===== config.mk =====
export PLATFORM = sky130hd
export DESIGN_NAME = word_run_length_encoder
export DESIGN_NICKNAME = d
export VERILOG_FILES = /design/src/rtl/core/wrle_pkg.sv /design/src/rtl/core/wrle_ram.sv /design/src/rtl/core/wrle_ctrl.sv /design/src/rtl/core/wrle_dpath.sv /design/src/rtl/core/word_run_length_encoder.sv
export SDC_FILE = /design/constraint.sdc
export NUM_CORES = 2
export LEC_CHECK = 0
export BUFFER_PORTS_ARGS = -buffer_cell sky130_fd_sc_hd__buf_2
export CORE_MARGIN = 5
export CORE_UTILIZATION = 56
export CTS_CLUSTER_SIZE = 8
export DETAILED_ROUTE_END_ITERATION = 16
export PLACE_DENSITY = 0.72
export SLEW_MARGIN = 5
export SYNTH_ARGS = -nofsm -noshare
export SYNTH_HDL_FRONTEND = slang
export SYNTH_MEMORY_MAX_BITS = 65536
export SYNTH_SLANG_ARGS = --single-unit

===== constraint.sdc =====
create_clock -name clock -period 10.8 [get_ports clock]
set_clock_uncertainty 0.2 [all_clocks]
set_input_delay 1.08 -clock clock [delete_from_list [all_inputs] [get_ports clock]]
set_output_delay 1.08 -clock clock [all_outputs]
set_load 0.02 [all_outputs]

===== src/rtl/core/wrle_pkg.sv =====
// Shared types and constants of the word run-length encoder.
// Used by the controller, the datapath and the top level; depends on nothing.

package wrle_pkg;

   // Code ranges of the three run classes
   localparam logic [7:0]  LIT_FIRST    = 8'd0;
   localparam logic [7:0]  ZERO_FIRST   = 8'd128;
   localparam logic [7:0]  ZERO_LAST    = 8'd232;
   localparam logic [7:0]  FILL_FIRST   = 8'd233;
   localparam logic [7:0]  FILL_LAST    = 8'd255;
   localparam logic [31:0] FILLER_RESET = 32'h7040_0101;
   localparam logic [2:0]  GROUP_WORDS  = 3'd4;

   typedef enum logic [1:0] {
      ST_IDLE,
      ST_START,
      ST_READ,
      ST_EMIT
   } wrle_state_type;

   // Controller to datapath
   typedef struct packed {
      logic take_in;     // apply the incoming word to the open run
      logic hold_in;     // park the incoming word until the old run is sent
      logic take_pend;   // apply the parked word as a fresh run
      logic flush_init;  // rewind the read pointer and group counters
      logic rd_issue;    // read the next literal word from the store
      logic emit;        // load the output register
      logic eos;         // mark the emitted item as end of stream
   } wrle_cmd_type;

   // Datapath to controller
   typedef struct packed {
      logic need_flush;      // incoming word cannot join the open run
      logic run_lit;         // open run is a literal run
      logic grp_last_issue;  // this read completes the current group
      logic run_done;        // the group to emit is the last of the run
      logic out_free;        // output register can take an item
      logic pend_last;       // parked word was marked last
   } wrle_sts_type;

endpackage


===== src/rtl/core/wrle_ram.sv =====
// Generic single-write, single-read RAM with registered read data.
// Stand-alone; no package needed.

module wrle_ram #(
   parameter int WIDTH = 32,
   parameter int DEPTH = 128,
   localparam int AW = (DEPTH > 1) ? $clog2(DEPTH) : 1
) (
   input  logic             clock,
   input  logic             wr_en,
   input  logic [AW-1:0]    wr_addr,
   input  logic [WIDTH-1:0] wr_data,
   input  logic             rd_en,
   input  logic [AW-1:0]    rd_addr,
   output logic [WIDTH-1:0] rd_data
);

   logic [WIDTH-1:0] mem [DEPTH];
   logic [WIDTH-1:0] rd_data_ff;

   always_ff @(posedge clock) begin
      if (wr_en) begin
         mem[wr_addr] <= wr_data;
      end
      if (rd_en) begin
         rd_data_ff <= mem[rd_addr];
      end
   end

   assign rd_data = rd_data_ff;

endmodule


===== src/rtl/core/wrle_ctrl.sv =====
// Sequencer of the word run-length encoder: accepts words, orders run flushes.
// Depends on wrle_pkg for the state, command and status types.

module wrle_ctrl (
   input  logic                   clock,
   input  logic                   reset,
   input  logic                   req_tvalid,
   output logic                   req_tready,
   input  logic                   req_tlast,
   input  wrle_pkg::wrle_sts_type sts,
   output wrle_pkg::wrle_cmd_type cmd
);

   wrle_pkg::wrle_state_type state_ff, state_in;
   logic fin_ff, fin_in;

   always_ff @(posedge clock) begin
      if (reset) begin
         state_ff <= wrle_pkg::ST_IDLE;
         fin_ff   <= 1'b0;
      end else begin
         state_ff <= state_in;
         fin_ff   <= fin_in;
      end
   end

   always_comb begin
      state_in   = state_ff;
      fin_in     = fin_ff;
      cmd        = '0;
      req_tready = 1'b0;
      unique case (state_ff)
         wrle_pkg::ST_IDLE: begin
            req_tready = 1'b1;
            if (req_tvalid) begin
               if (sts.need_flush) begin
                  // send the old run first, the word waits
                  cmd.hold_in = 1'b1;
                  fin_in      = 1'b0;
                  state_in    = wrle_pkg::ST_START;
               end else begin
                  cmd.take_in = 1'b1;
                  if (req_tlast) begin
                     fin_in   = 1'b1;
                     state_in = wrle_pkg::ST_START;
                  end
               end
            end
         end
         wrle_pkg::ST_START: begin
            cmd.flush_init = 1'b1;
            state_in = sts.run_lit ? wrle_pkg::ST_READ : wrle_pkg::ST_EMIT;
         end
         wrle_pkg::ST_READ: begin
            cmd.rd_issue = 1'b1;
            if (sts.grp_last_issue) begin
               state_in = wrle_pkg::ST_EMIT;
            end
         end
         wrle_pkg::ST_EMIT: begin
            if (sts.out_free) begin
               cmd.emit = 1'b1;
               cmd.eos  = fin_ff & sts.run_done;
               if (!sts.run_done) begin
                  state_in = wrle_pkg::ST_READ;
               end else if (fin_ff) begin
                  fin_in   = 1'b0;
                  state_in = wrle_pkg::ST_IDLE;
               end else begin
                  cmd.take_pend = 1'b1;
                  if (sts.pend_last) begin
                     fin_in   = 1'b1;
                     state_in = wrle_pkg::ST_START;
                  end else begin
                     state_in = wrle_pkg::ST_IDLE;
                  end
               end
            end
         end
         default: begin
            state_in = wrle_pkg::ST_IDLE;
         end
      endcase
   end

endmodule


===== src/rtl/core/wrle_dpath.sv =====
// Datapath of the word run-length encoder: run state, literal store, group
// assembly and output register. Depends on wrle_pkg and wrle_ram.

module wrle_dpath #(
   parameter int LITERAL_RUN_MAX = 128
) (
   input  logic                   clock,
   input  logic                   reset,
   input  logic                   csr_wr_en,
   input  logic [31:0]            csr_wr_data,
   input  logic [31:0]            req_word,
   input  logic                   req_last,
   input  wrle_pkg::wrle_cmd_type cmd,
   output wrle_pkg::wrle_sts_type sts,
   input  logic                   rsp_tready,
   output logic                   rsp_tvalid,
   output logic                   rsp_has_code,
   output logic [7:0]             rsp_run_code,
   output logic [2:0]             rsp_word_count,
   output logic [31:0]            rsp_word_a,
   output logic [31:0]            rsp_word_b,
   output logic [31:0]            rsp_word_c,
   output logic [31:0]            rsp_word_d,
   output logic                   rsp_end_of_run,
   output logic                   rsp_end_of_stream
);

   localparam int AW = (LITERAL_RUN_MAX > 1) ? $clog2(LITERAL_RUN_MAX) : 1;
   localparam logic [7:0] LIT_LAST = 8'(LITERAL_RUN_MAX - 1);

   logic [31:0]   filler_ff;
   logic          run_open_ff;
   logic [7:0]    code_ff;
   logic [31:0]   pend_word_ff;
   logic          pend_last_ff;
   logic [AW-1:0] rd_ptr_ff;
   logic [2:0]    grp_cnt_ff;
   logic          first_grp_ff;
   logic          last_issued_ff;
   logic          cap_vld_ff;
   logic [1:0]    cap_slot_ff;
   logic [31:0]   buf_ff [4];
   logic          rsp_tvalid_ff;

   logic [7:0]  req_first, req_limit, app_first, app_limit, code_in;
   logic        req_ext, app_lit, ram_we;
   logic [31:0] app_word, rd_data;
   logic [31:0] view [4];
   logic [31:0] out_word [4];
   logic        run_done;

   // Class of the incoming word: the zero test wins over the filler test
   always_comb begin
      priority if (req_word == 32'd0) begin
         req_first = wrle_pkg::ZERO_FIRST;
         req_limit = wrle_pkg::ZERO_LAST;
      end else if (req_word == filler_ff) begin
         req_first = wrle_pkg::FILL_FIRST;
         req_limit = wrle_pkg::FILL_LAST;
      end else begin
         req_first = wrle_pkg::LIT_FIRST;
         req_limit = LIT_LAST;
      end
   end

   assign req_ext = run_open_ff && (code_ff >= req_first) && (code_ff < req_limit);

   assign app_word = cmd.take_pend ? pend_word_ff : req_word;

   always_comb begin
      priority if (app_word == 32'd0) begin
         app_first = wrle_pkg::ZERO_FIRST;
         app_limit = wrle_pkg::ZERO_LAST;
      end else if (app_word == filler_ff) begin
         app_first = wrle_pkg::FILL_FIRST;
         app_limit = wrle_pkg::FILL_LAST;
      end else begin
         app_first = wrle_pkg::LIT_FIRST;
         app_limit = LIT_LAST;
      end
   end

   assign app_lit = (app_first == wrle_pkg::LIT_FIRST) && (app_limit == LIT_LAST);
   assign code_in = (cmd.take_in && req_ext) ? 8'(code_ff + 8'd1) : app_first;
   assign ram_we  = (cmd.take_in || cmd.take_pend) && app_lit;

   wrle_ram #(
      .WIDTH (32),
      .DEPTH (LITERAL_RUN_MAX)
   ) u_store (
      .clock   (clock),
      .wr_en   (ram_we),
      .wr_addr (code_in[AW-1:0]),
      .wr_data (app_word),
      .rd_en   (cmd.rd_issue),
      .rd_addr (rd_ptr_ff),
      .rd_data (rd_data)
   );

   always_ff @(posedge clock) begin
      if (reset) begin
         filler_ff <= wrle_pkg::FILLER_RESET;
      end else if (csr_wr_en) begin
         filler_ff <= csr_wr_data;
      end
   end

   // Run state
   always_ff @(posedge clock) begin
      if (reset) begin
         run_open_ff <= 1'b0;
         code_ff     <= 8'd0;
      end else if (cmd.take_in || cmd.take_pend) begin
         run_open_ff <= 1'b1;
         code_ff     <= code_in;
      end else if (cmd.emit && run_done) begin
         run_open_ff <= 1'b0;
         code_ff     <= 8'd0;
      end
   end

   always_ff @(posedge clock) begin
      if (cmd.hold_in) begin
         pend_word_ff <= req_word;
         pend_last_ff <= req_last;
      end
   end

   // Read sequencing and group assembly
   always_ff @(posedge clock) begin
      if (reset) begin
         rd_ptr_ff      <= '0;
         grp_cnt_ff     <= 3'd0;
         first_grp_ff   <= 1'b0;
         last_issued_ff <= 1'b0;
         cap_vld_ff     <= 1'b0;
      end else begin
         cap_vld_ff <= cmd.rd_issue;
         if (cmd.flush_init) begin
            rd_ptr_ff      <= '0;
            grp_cnt_ff     <= 3'd0;
            first_grp_ff   <= 1'b1;
            last_issued_ff <= 1'b0;
         end else if (cmd.rd_issue) begin
            rd_ptr_ff  <= AW'(rd_ptr_ff + 1'b1);
            grp_cnt_ff <= 3'(grp_cnt_ff + 3'd1);
            if (rd_ptr_ff == code_ff[AW-1:0]) begin
               last_issued_ff <= 1'b1;
            end
         end else if (cmd.emit) begin
            grp_cnt_ff   <= 3'd0;
            first_grp_ff <= 1'b0;
         end
      end
   end

   always_ff @(posedge clock) begin
      if (cmd.rd_issue) begin
         cap_slot_ff <= grp_cnt_ff[1:0];
      end
      if (cap_vld_ff) begin
         buf_ff[cap_slot_ff] <= rd_data;
      end
   end

   // Forward the word still on its way from the store
   always_comb begin
      for (int i = 0; i < 4; i++) begin
         view[i]     = (cap_vld_ff && (cap_slot_ff == 2'(i))) ? rd_data : buf_ff[i];
         out_word[i] = (3'(i) < grp_cnt_ff) ? view[i] : 32'd0;
      end
   end

   assign run_done = !(code_ff <= wrle_pkg::ZERO_FIRST - 8'd1) || last_issued_ff;

   // Output register
   always_ff @(posedge clock) begin
      if (reset) begin
         rsp_tvalid_ff <= 1'b0;
      end else if (cmd.emit) begin
         rsp_tvalid_ff <= 1'b1;
      end else if (rsp_tready) begin
         rsp_tvalid_ff <= 1'b0;
      end
   end

   always_ff @(posedge clock) begin
      if (cmd.emit) begin
         rsp_has_code      <= first_grp_ff;
         rsp_run_code      <= first_grp_ff ? code_ff : 8'd0;
         rsp_word_count    <= grp_cnt_ff;
         rsp_word_a        <= out_word[0];
         rsp_word_b        <= out_word[1];
         rsp_word_c        <= out_word[2];
         rsp_word_d        <= out_word[3];
         rsp_end_of_run    <= run_done;
         rsp_end_of_stream <= cmd.eos;
      end
   end

   assign rsp_tvalid = rsp_tvalid_ff;

   assign sts.need_flush     = run_open_ff && !req_ext;
   assign sts.run_lit        = (code_ff <= wrle_pkg::ZERO_FIRST - 8'd1);
   assign sts.grp_last_issue = (grp_cnt_ff == wrle_pkg::GROUP_WORDS - 3'd1) ||
                               (rd_ptr_ff == code_ff[AW-1:0]);
   assign sts.run_done       = run_done;
   assign sts.out_free       = !rsp_tvalid_ff || rsp_tready;
   assign sts.pend_last      = pend_last_ff;

endmodule


===== src/rtl/core/word_run_length_encoder.sv =====
// Top level of the word run-length encoder: stream ports and packing.
// Depends on wrle_pkg, wrle_ctrl, wrle_dpath (and wrle_ram below it).
//
// Use: feed 32-bit image words on the req_ channel in address order, with
// req_tlast on the final word. Each run of zero words, filler words
// (csr_wr_data sets the filler; reset value 0x70400101) or other words is
// sent on the rsp_ channel as one code byte; a literal run follows its code
// with its words, four to an item at most.
// Throughput: words that join the open run are taken back to back, so runs
// stream at one word per cycle. A word that closes a run holds req_tready
// low while the run is sent; a literal run is read through the single
// read port of the literal store, one word per cycle within a group.
// After a word marked last the open run is sent the same way.
// Flush: the controller passes START, then READ for a literal run, then
// EMIT, which loads the output register.
// Reset: synchronous; no run is open, the filler returns to its reset value,
// and the output register empties. The literal store is not cleared.
// Stall: a full output register with rsp_tready low holds the flush; the
// item waiting there does not block taking words that extend a run.

module word_run_length_encoder #(
   parameter int LITERAL_RUN_MAX = 128
) (
   input  logic         clock,
   input  logic         reset,
   // filler word register
   input  logic         csr_wr_en,
   input  logic [31:0]  csr_wr_data,
   // input words
   input  logic         req_tvalid,
   output logic         req_tready,
   input  logic [31:0]  req_tdata,   // [31:0] data_word
   input  logic         req_tlast,   // last_word
   // coded items
   output logic         rsp_tvalid,
   input  logic         rsp_tready,
   // [7:0] run_code, [10:8] word_count, [42:11] word_a, [74:43] word_b,
   // [106:75] word_c, [138:107] word_d, [143:139] zero
   output logic [143:0] rsp_tdata,
   output logic [1:0]   rsp_tuser,   // [0] has_code, [1] end_of_run
   output logic         rsp_tlast    // end_of_stream
);

   wrle_pkg::wrle_cmd_type cmd;
   wrle_pkg::wrle_sts_type sts;

   logic        rsp_has_code, rsp_end_of_run, rsp_end_of_stream;
   logic [7:0]  rsp_run_code;
   logic [2:0]  rsp_word_count;
   logic [31:0] rsp_word_a, rsp_word_b, rsp_word_c, rsp_word_d;

   // Sequencer: decide when to take a word, flush a run and emit an item
   wrle_ctrl u_ctrl (
      .clock      (clock),
      .reset      (reset),
      .req_tvalid (req_tvalid),
      .req_tready (req_tready),
      .req_tlast  (req_tlast),
      .sts        (sts),
      .cmd        (cmd)
   );

   // Run state, literal store and output register
   wrle_dpath #(
      .LITERAL_RUN_MAX (LITERAL_RUN_MAX)
   ) u_dpath (
      .clock             (clock),
      .reset             (reset),
      .csr_wr_en         (csr_wr_en),
      .csr_wr_data       (csr_wr_data),
      .req_word          (req_tdata),
      .req_last          (req_tlast),
      .cmd               (cmd),
      .sts               (sts),
      .rsp_tready        (rsp_tready),
      .rsp_tvalid        (rsp_tvalid),
      .rsp_has_code      (rsp_has_code),
      .rsp_run_code      (rsp_run_code),
      .rsp_word_count    (rsp_word_count),
      .rsp_word_a        (rsp_word_a),
      .rsp_word_b        (rsp_word_b),
      .rsp_word_c        (rsp_word_c),
      .rsp_word_d        (rsp_word_d),
      .rsp_end_of_run    (rsp_end_of_run),
      .rsp_end_of_stream (rsp_end_of_stream)
   );

   // Pack the item, lowest field first, padded to whole bytes
   assign rsp_tdata = {5'd0, rsp_word_d, rsp_word_c, rsp_word_b, rsp_word_a,
                       rsp_word_count, rsp_run_code};
   assign rsp_tuser = {rsp_end_of_run, rsp_has_code};
   assign rsp_tlast = rsp_end_of_stream;

   // Never overwrite an item still waiting at the output
   a_emit_free : assert property (@(posedge clock) disable iff (reset)
      cmd.emit |-> sts.out_free)
      else $error("item loaded into a full output register");

   // The store is never read while a word is being written into it
   a_no_rd_on_apply : assert property (@(posedge clock) disable iff (reset)
      cmd.rd_issue |-> !(cmd.take_in || cmd.take_pend))
      else $error("store read while the run is updated");

   // End of stream only on the closing item of a run
   a_eos_closes_run : assert property (@(posedge clock) disable iff (reset)
      (cmd.emit && cmd.eos) |-> sts.run_done)
      else $error("end of stream before the run is complete");

   // A parked word blocks further input until its run is handled
   a_hold_blocks : assert property (@(posedge clock) disable iff (reset)
      cmd.hold_in |=> !req_tready)
      else $error("input taken while a word is parked");

endmodule


After elaboration in Yosys (flattened, before gate mapping). Memory sizes are Yosys's and may differ from the RTL's. A register that Yosys moved wholly into a read port is not among the register bits. Cells that the tools add are included.

Register bits after elaboration: 107. Memories kept: 2. Bits in writable memories: 4224. Output and inout port bits: 149. Logic and storage cells: 135.

Add/sub/neg operators: 3. Reductions and logical operators: 33. $lt $le $gt $ge: 7. Bitwise logic cells: 1. Mux-type cells: 56. Eq/ne operators: 14.

Memories: u_dpath.u_store.mem (depth 128, width 32, rd ports 1, clocked after memory_dff 1, write ports 1, RTL line wrle_ram.sv:18) `logic [WIDTH-1:0] mem [DEPTH];`; u_dpath.buf_ff (depth 4, width 32, rd ports 4, clocked after memory_dff 4, write ports 1, RTL line wrle_dpath.sv:42) `logic [31:0] buf_ff [4];`.

Operator list (count): $mux W8 (11); $eq A32 B32 Y1 (2); $logic_not A32 Y1 (2); $mux W32 (1); $mux W1 (29); $mux W2 (11); $reduce_bool A2 Y1 (5); $add A8 B1 Y8 const B (1); $eq A8 B7 Y1 const B (1); $ge A8 B8 Y1 (1); $le A8 B7 Y1 const B (1); $logic_not A8 Y1 (1); $lt A8 B8 Y1 (1); $ne A2 B2 Y1 const B (4); $pmux W2 S4 (1); $add A7 B1 Y7 const B (1); $eq A7 B7 Y1 (1); $logic_and A1 B1 Y1 (7); $logic_not A1 Y1 (7); $lt A1 B3 Y1 const A (2); $lt A2 B3 Y1 const A (2); $mux W3 (2); $reduce_and A2 Y1 (3); $reduce_and A5 Y1 (1); 12 further kinds (16).

Logic depth before layout (Yosys ltp).
Depth after elaboration: 15. Gate-level depth with buffers: 16. Gate-level depth less buffers: 15.

Modules after synthesis. From an unflattened synthesis, not the netlist that was laid out.

Cell total of the unflattened synthesis: 7215. Area total of the unflattened synthesis: 171898.6 µm².

By module, submodules not included: wrle_ram (area an instance 156596.4 µm², sequential area each 123958.9 µm², instances 1, cells an instance 5990); wrle_dpath (area an instance 15013.1 µm², sequential area each 10259.8 µm², instances 1, cells an instance 1186); wrle_ctrl (area an instance 232.7 µm², sequential area each 60.1 µm², instances 1, cells an instance 31); word_run_length_encoder (area an instance 56.3 µm², sequential area each 0.0 µm², instances 1, cells an instance 8).

Worst setup path before layout. OpenSTA, ideal clock, no wires.

Path type: input-to-reg. From: in rsp_tready. To: mem u_dpath.u_store.mem[0][18] (data pin). Stages on the path: 5. Library setup time: 1.197 ns. Arrival: 6.835 ns. Slack: 2.568 ns. Buffers on the path: 2. Cells stage by stage: nand2b_1 > nand3_1 > clkbuf_1 > clkbuf_1 > o21ai_0.

Cells in the longest elaborated chain, start to end: 4.

Ends and longest elaborated chain: start: declaration (RTL line word_run_length_encoder.sv:36) `input logic rsp_tready,`; $logic_or A1 B1 Y1 (RTL line wrle_dpath.sv:208) `assign sts.out_free = !rsp_tvalid_ff || rsp_tready;`; $mux W1 (RTL line wrle_ctrl.sv:61) `if (sts.out_free) begin`; $mux W1 (RTL line wrle_ctrl.sv:32) `unique case (state_ff)`; $mux W32 (RTL line wrle_dpath.sv:68) `assign app_word = cmd.take_pend ? pend_word_ff : req_word;`; net u_dpath.app_word[18] (RTL line wrle_dpath.sv:47) `logic [31:0] app_word, rd_data;`; end: declaration (RTL line wrle_ram.sv:18).

The timed path passes the listed nets, and every way through them passes these cells.

Worst setup path after layout.
From: reg u_dpath.filler_ff[27]. To: mem u_dpath.u_store.mem[18][16] (enable).

Cells in the longest elaborated chain, start to end: 15. Elaborated cells on any way between the ends: 28. Classes of those cells: order compare: 2; eq/ne: 3; mux: 14; reduce/logical: 9.

Ends and longest elaborated chain: start: declaration (RTL line wrle_dpath.sv:31) `logic [31:0] filler_ff;`; start signal: assignment (RTL line wrle_dpath.sv:102) `filler_ff <= wrle_pkg::FILLER_RESET;`; start signal: assignment (RTL line wrle_dpath.sv:104) `filler_ff <= csr_wr_data;`; $eq A32 B32 Y1 (RTL line wrle_dpath.sv:57) `end else if (req_word == filler_ff) begin`; $mux W8 (RTL line wrle_dpath.sv:57); $mux W8 (RTL line wrle_dpath.sv:54) `priority if (req_word == 32'd0) begin`; $ge A8 B8 Y1 (RTL line wrle_dpath.sv:66) `assign req_ext = run_open_ff && (code_ff >= req_first) && (code_ff < req_limit);`; $logic_and A1 B1 Y1 (2 in a row) (RTL line wrle_dpath.sv:66); $logic_not A1 Y1 (RTL line wrle_dpath.sv:203) `assign sts.need_flush = run_open_ff && !req_ext;`; $logic_and A1 B1 Y1 (RTL line wrle_dpath.sv:203); $mux W1 (RTL line wrle_ctrl.sv:36) `if (sts.need_flush) begin`; $mux W2 (RTL line wrle_ctrl.sv:35) `if (req_tvalid) begin`; $mux W2 (RTL line wrle_ctrl.sv:32); $logic_or A1 B1 Y1 (RTL line wrle_dpath.sv:85) `assign ram_we = (cmd.take_in || cmd.take_pend) && app_lit;`; $logic_and A1 B1 Y1 (RTL line wrle_dpath.sv:85); $mux W1 (RTL line wrle_ram.sv:22) `if (wr_en) begin`; $mux W1 (implied by the code) (RTL line wrle_ram.sv:23) `mem[wr_addr] <= wr_data;`.

Parallel ways exist; a longest one is shown, timed or not.

==> results.json <==
{
  "clk_pin_slew_ns": 0.05,
  "core_um2": 308100,
  "peakVddDrop_uv": 146.8,
  "avgRoutedWirePerCell_um": 37.68,
  "hold_viol": 0,
  "period_needed_ns": 6.129,
  "grt_max_degree": 115,
  "postCtsHoldBufs": 0,
  "io_pins": 219,
  "syn_inst": 7788,
  "cts_buffer_depth": 4,
  "cpMaxStageDelayCell": "nor3_2",
  "track_usage_pct": 29.85,
  "grt_antenna_before_repair": 55,
  "cts_tree": "built",
  "die_x_um": 565.7,
  "drt-total-wl_um": 478700,
  "slew_violations": 0,
  "synth_compound_area_share_pct": 1.726,
  "via_per_inst": 6.932,
  "maxSlewHeadroom_pct": 9.439,
  "firstDrtPassIters": 8,
  "outcome": "finished, final reports clean",
  "startpoint": "u_dpath.filler_ff[27]",
  "yosysUniqueCellTypes": 66,
  "numClockSinks": 4491,
  "yosysWarnings": 0,
  "die_h_um": 565.7,
  "post-route-drc-count": 0,
  "fin_crit_sh_pct": 56.75,
  "synth.area.mux_share_pct": 16.43,
  "fin_cells": 12700,
  "syn_area_per_cell_um2": 22.20,
  "drv_cap": 0,
  "cpMostUsedCell": "nand2_1",
  "reg2reg_depth": 15,
  "power_density_nw_per_um2": 197.6,
  "h-tree-depth": 6,
  "finalSetupViolCount": 0,
  "synth_edf_count": 4433,
  "hold_class": "input port to flip-flop",
  "cpLargestDelayFamily": "simple AND/OR/NAND/NOR gates",
  "final.setup.tns_ns": 0,
  "dp.final_hpwl_um": 277100,
  "crit_chain": "xor2_1, nor4_1, nand2_1, nor2_1, nand2_1, nor4_1, inv_1, ha_1, nand2_1, o211ai_1, o211ai_1, a211o_2, or3_1, nor3_2, buf_4",
  "holdPathStages": 3,
  "synth-async-reset-ratio_pct": 0,
  "dr.first_iter.drc_count": 15570,
  "clk_latency_ns": 0.97,
  "max_freq_mhz": 163.2,
  "fillers": 19260,
  "dieArea_um2": 320000,
  "worstPathRequired_ns": 11.21,
  "ys_seq_elements": 4491,
  "synth-simple-area-share_pct": 2.421,
  "timing.rr.start": "u_dpath.filler_ff[27]",
  "synth-xor-area-share_pct": 0.3849,
  "power_leakage_nw": 60.62,
  "worstSetupEndpointType": "flip-flop",
  "cts_root_buf": "clkbuf_16",
  "start_util_pct": 56.13,
  "cp-start-kind": "flip-flop",
  "port_buffers": 213,
  "synth_ff_type": "edfxtp_1",
  "rsz0062_at_grt": "false",
  "hold_start": "csr_wr_data[0]",
  "rr_endpoint": "u_dpath.u_store.mem[18][16]",
  "grt_pass1_vias": 86490,
  "cp_slowest_stage_delay_ns": 0.98,
  "r2r_setup_slack_ns": 4.67,
  "num-nets-final": 8539,
  "post_cts_resized": 0,
  "path_class": "flip-flop to flip-flop",
  "numCtsBuffers": 636,
  "layout-drive-gt1-share_pct": 30.99,
  "critPathMaxFanout": 27,
  "gp_congestion": 0.9206,
  "ant_nets": 0,
  "synth_adder_area_share_pct": 0.07959,
  "vias": 88050,
  "synth_top_family_by_area": "multiplexers",
  "critical_path_arrival_ns": 6.54,
  "numPlacedInstances": 11940,
  "synth_area_um2": 172900,
  "synth_seq_area_share_pct": 77.65,
  "cts_setup_buffers": 0,
  "core.rowCount": 204,
  "grt_pass1_wl_um": 667600,
  "hold_end": "u_dpath.filler_ff[0]",
  "worstMarginPinSlew_ns": 1.350,
  "gr-total-overflow": 0,
  "area_delta_synth_final_pct": 14.30,
  "critical_path_buf_inv_count": 2
}
[tightest hold or removal path, cell delays in order]
cell,delay [ns]
buf_2,0.07
mux2i_1,0.06
nand2_1,0.06
[synthesized netlist by cell type, types with 3 or more instances]
master | count | share of area [%]
edfxtp_1 | 4433 | 77
mux4_2 | 1154 | 15
nand2_1 | 419 | 0.91
clkbuf_1 | 234 | 0.51
a211oi_1 | 152 | 0.66
nor3_1 | 123 | 0.36
mux2_2 | 122 | 0.79
a21oi_1 | 114 | 0.33
buf_2 | 114 | 0.33
mux2i_1 | 103 | 0.60
nor2_1 | 79 | 0.17
o22ai_1 | 65 | 0.24
nor2b_1 | 64 | 0.23
dfxtp_1 | 58 | 0.67
nor4_1 | 58 | 0.21
buf_4 | 52 | 0.23
or3_1 | 48 | 0.17
xor2_1 | 47 | 0.24
buf_1 | 42 | 0.091
and2_1 | 39 | 0.14
a21boi_0 | 33 | 0.14
xnor2_1 | 29 | 0.15
inv_1 | 25 | 0.054
o21ai_0 | 24 | 0.069
o21ai_1 | 19 | 0.055
nand3_1 | 17 | 0.049
nand4_1 | 16 | 0.058
buf_6 | 13 | 0.085
ha_1 | 11 | 0.080
a22oi_1 | 7 | 0.030
nand2b_1 | 7 | 0.025
o211ai_1 | 6 | 0.026
or2_2 | 6 | 0.022
a211o_1 | 4 | 0.020
a21o_1 | 3 | 0.013
a222oi_1 | 3 | 0.017
and3_1 | 3 | 0.011
and4_1 | 3 | 0.015
inv_2 | 3 | 0.0065
o221ai_1 | 3 | 0.015
o32ai_1 | 3 | 0.015
[metal layers]
| layer | track usage (%) | routed length (µm) | vias up | part of all wire (%) |
|---|---|---|---|---|
| met5 | 0 | 394 | - | 0.082 |
| met4 | 13.39 | 25430 | 26 | 5.3 |
| met3 | 8.144 | 63420 | 1087 | 13 |
| met2 | 45.33 | 224100 | 7254 | 47 |
| met1 | 41.24 | 165300 | 45890 | 35 |
| li1 | - | - | 33800 | - |
[sequential cells by signal, indices dropped and copies added (netlist names), 2 cells and up]
signal,flops
u_dpath.rsp_word_count,3
u_dpath.rsp_run_code,8
u_dpath.rsp_word_c,32
u_dpath.u_store.mem,4096
u_dpath.pend_word_ff,32
u_dpath.code_ff,8
u_dpath.grp_cnt_ff,3
u_dpath.rd_ptr_ff,7
u_dpath.filler_ff,32
u_ctrl.state_ff,2
u_dpath.u_store.rd_data,32
u_dpath.rsp_word_b,32
u_dpath.rsp_word_d,32
u_dpath.cap_slot_ff,2
u_dpath.buf_ff,128
u_dpath.rsp_word_a,32
[per-stage QoR]
stage	total power, mW	util, %	instance area [µm²]	hold slack (ns)	setup slack, ns
after detailed placement	21.70	58.53	180300	0.2929	4.025
after global placement	21.66	58.52	180300	0.2772	3.855
after CTS	39.18	64.12	197600	0.1009	4.809
after floorplan	20.87	-	172900	0.2297	2.568
after global routing	40.06	64.13	197600	0.1252	4.353
final	39.05	64.15	197600	0.1368	4.671
[logic make-up (layout without fill, tap and decap cells)]
| logic type | Yosys count | in the layout |
|---|---|---|
| flops | 4491 | 4491 |
| mux | 1380 | 1380 |
| simple gates | 891 | 891 |
| buf+inv | 485 | 1241 |
| compound gates | 453 | 453 |
| xor+xnor | 76 | 76 |
| fa+ha+maj | 11 | 11 |
| other cells | 1 | 40 |
[power breakdown]
part           internal (mW)  leakage (nW)  switching [mW]
Combinational          0.701          11.8            1.34
Clock                   10.6          8.40            7.02
Sequential              19.3          40.4          0.0639
[placed cells by master, fill, tap and decap left out, types with 15 or more instances in the layout]
cell type and count:
dfxtp_1 53, nand2_4 27, xnor2_1 29, inv_1 18, nand3_1 16, nor4_2 30, clkinv_16 17, clkbuf_1 38
o21ai_0 21, buf_4 255, nor3_1 42, nor2_1 59, buf_12 15, mux2i_1 103, diode_2 35, nor3_2 81
nor2_4 16, and2_1 39, mux2_2 122, nand2_1 392, clkbuf_16 646, nand4_1 16, xor2_1 46, or3_1 48
o21ai_1 18, mux4_2 1154, a211oi_1 147, a21boi_0 33, nor4_1 28, o22ai_1 65, buf_2 213, a21oi_1 113
edfxtp_1 4433, nor2b_1 64
[worst max-delay path by stage]
stage | depth (start not counted) | slack (ns) | to
3_3_place_gp | 16 | 3.85 | u_dpath.u_store.mem[18][6]
6_report | 15 | 4.67 | u_dpath.u_store.mem[18][16]
4_1_cts | 15 | 4.81 | u_dpath.u_store.mem[18][16]
5_1_grt | 15 | 4.35 | u_dpath.u_store.mem[18][3]
2_1_floorplan | 5 | 2.57 | u_dpath.u_store.mem[0][18]
3_5_place_dp | 16 | 4.02 | u_dpath.u_store.mem[18][3]
[final cells by class]
type,instances,area (µm²),area share (%)
Tap cell,4120,5155,2.608
Inverter,30,118.9,0.06014
Clock inverter,44,937.1,0.4742
Timing Repair Buffer,483,3281,1.660
Antenna cell,35,87.58,0.04431
Multi-Input combinational cell,2816,37460,18.95
Clock buffer,684,16310,8.251
Sequential cell,4491,134300,67.95
Note: power is estimated with default switching activity, not from simulation.
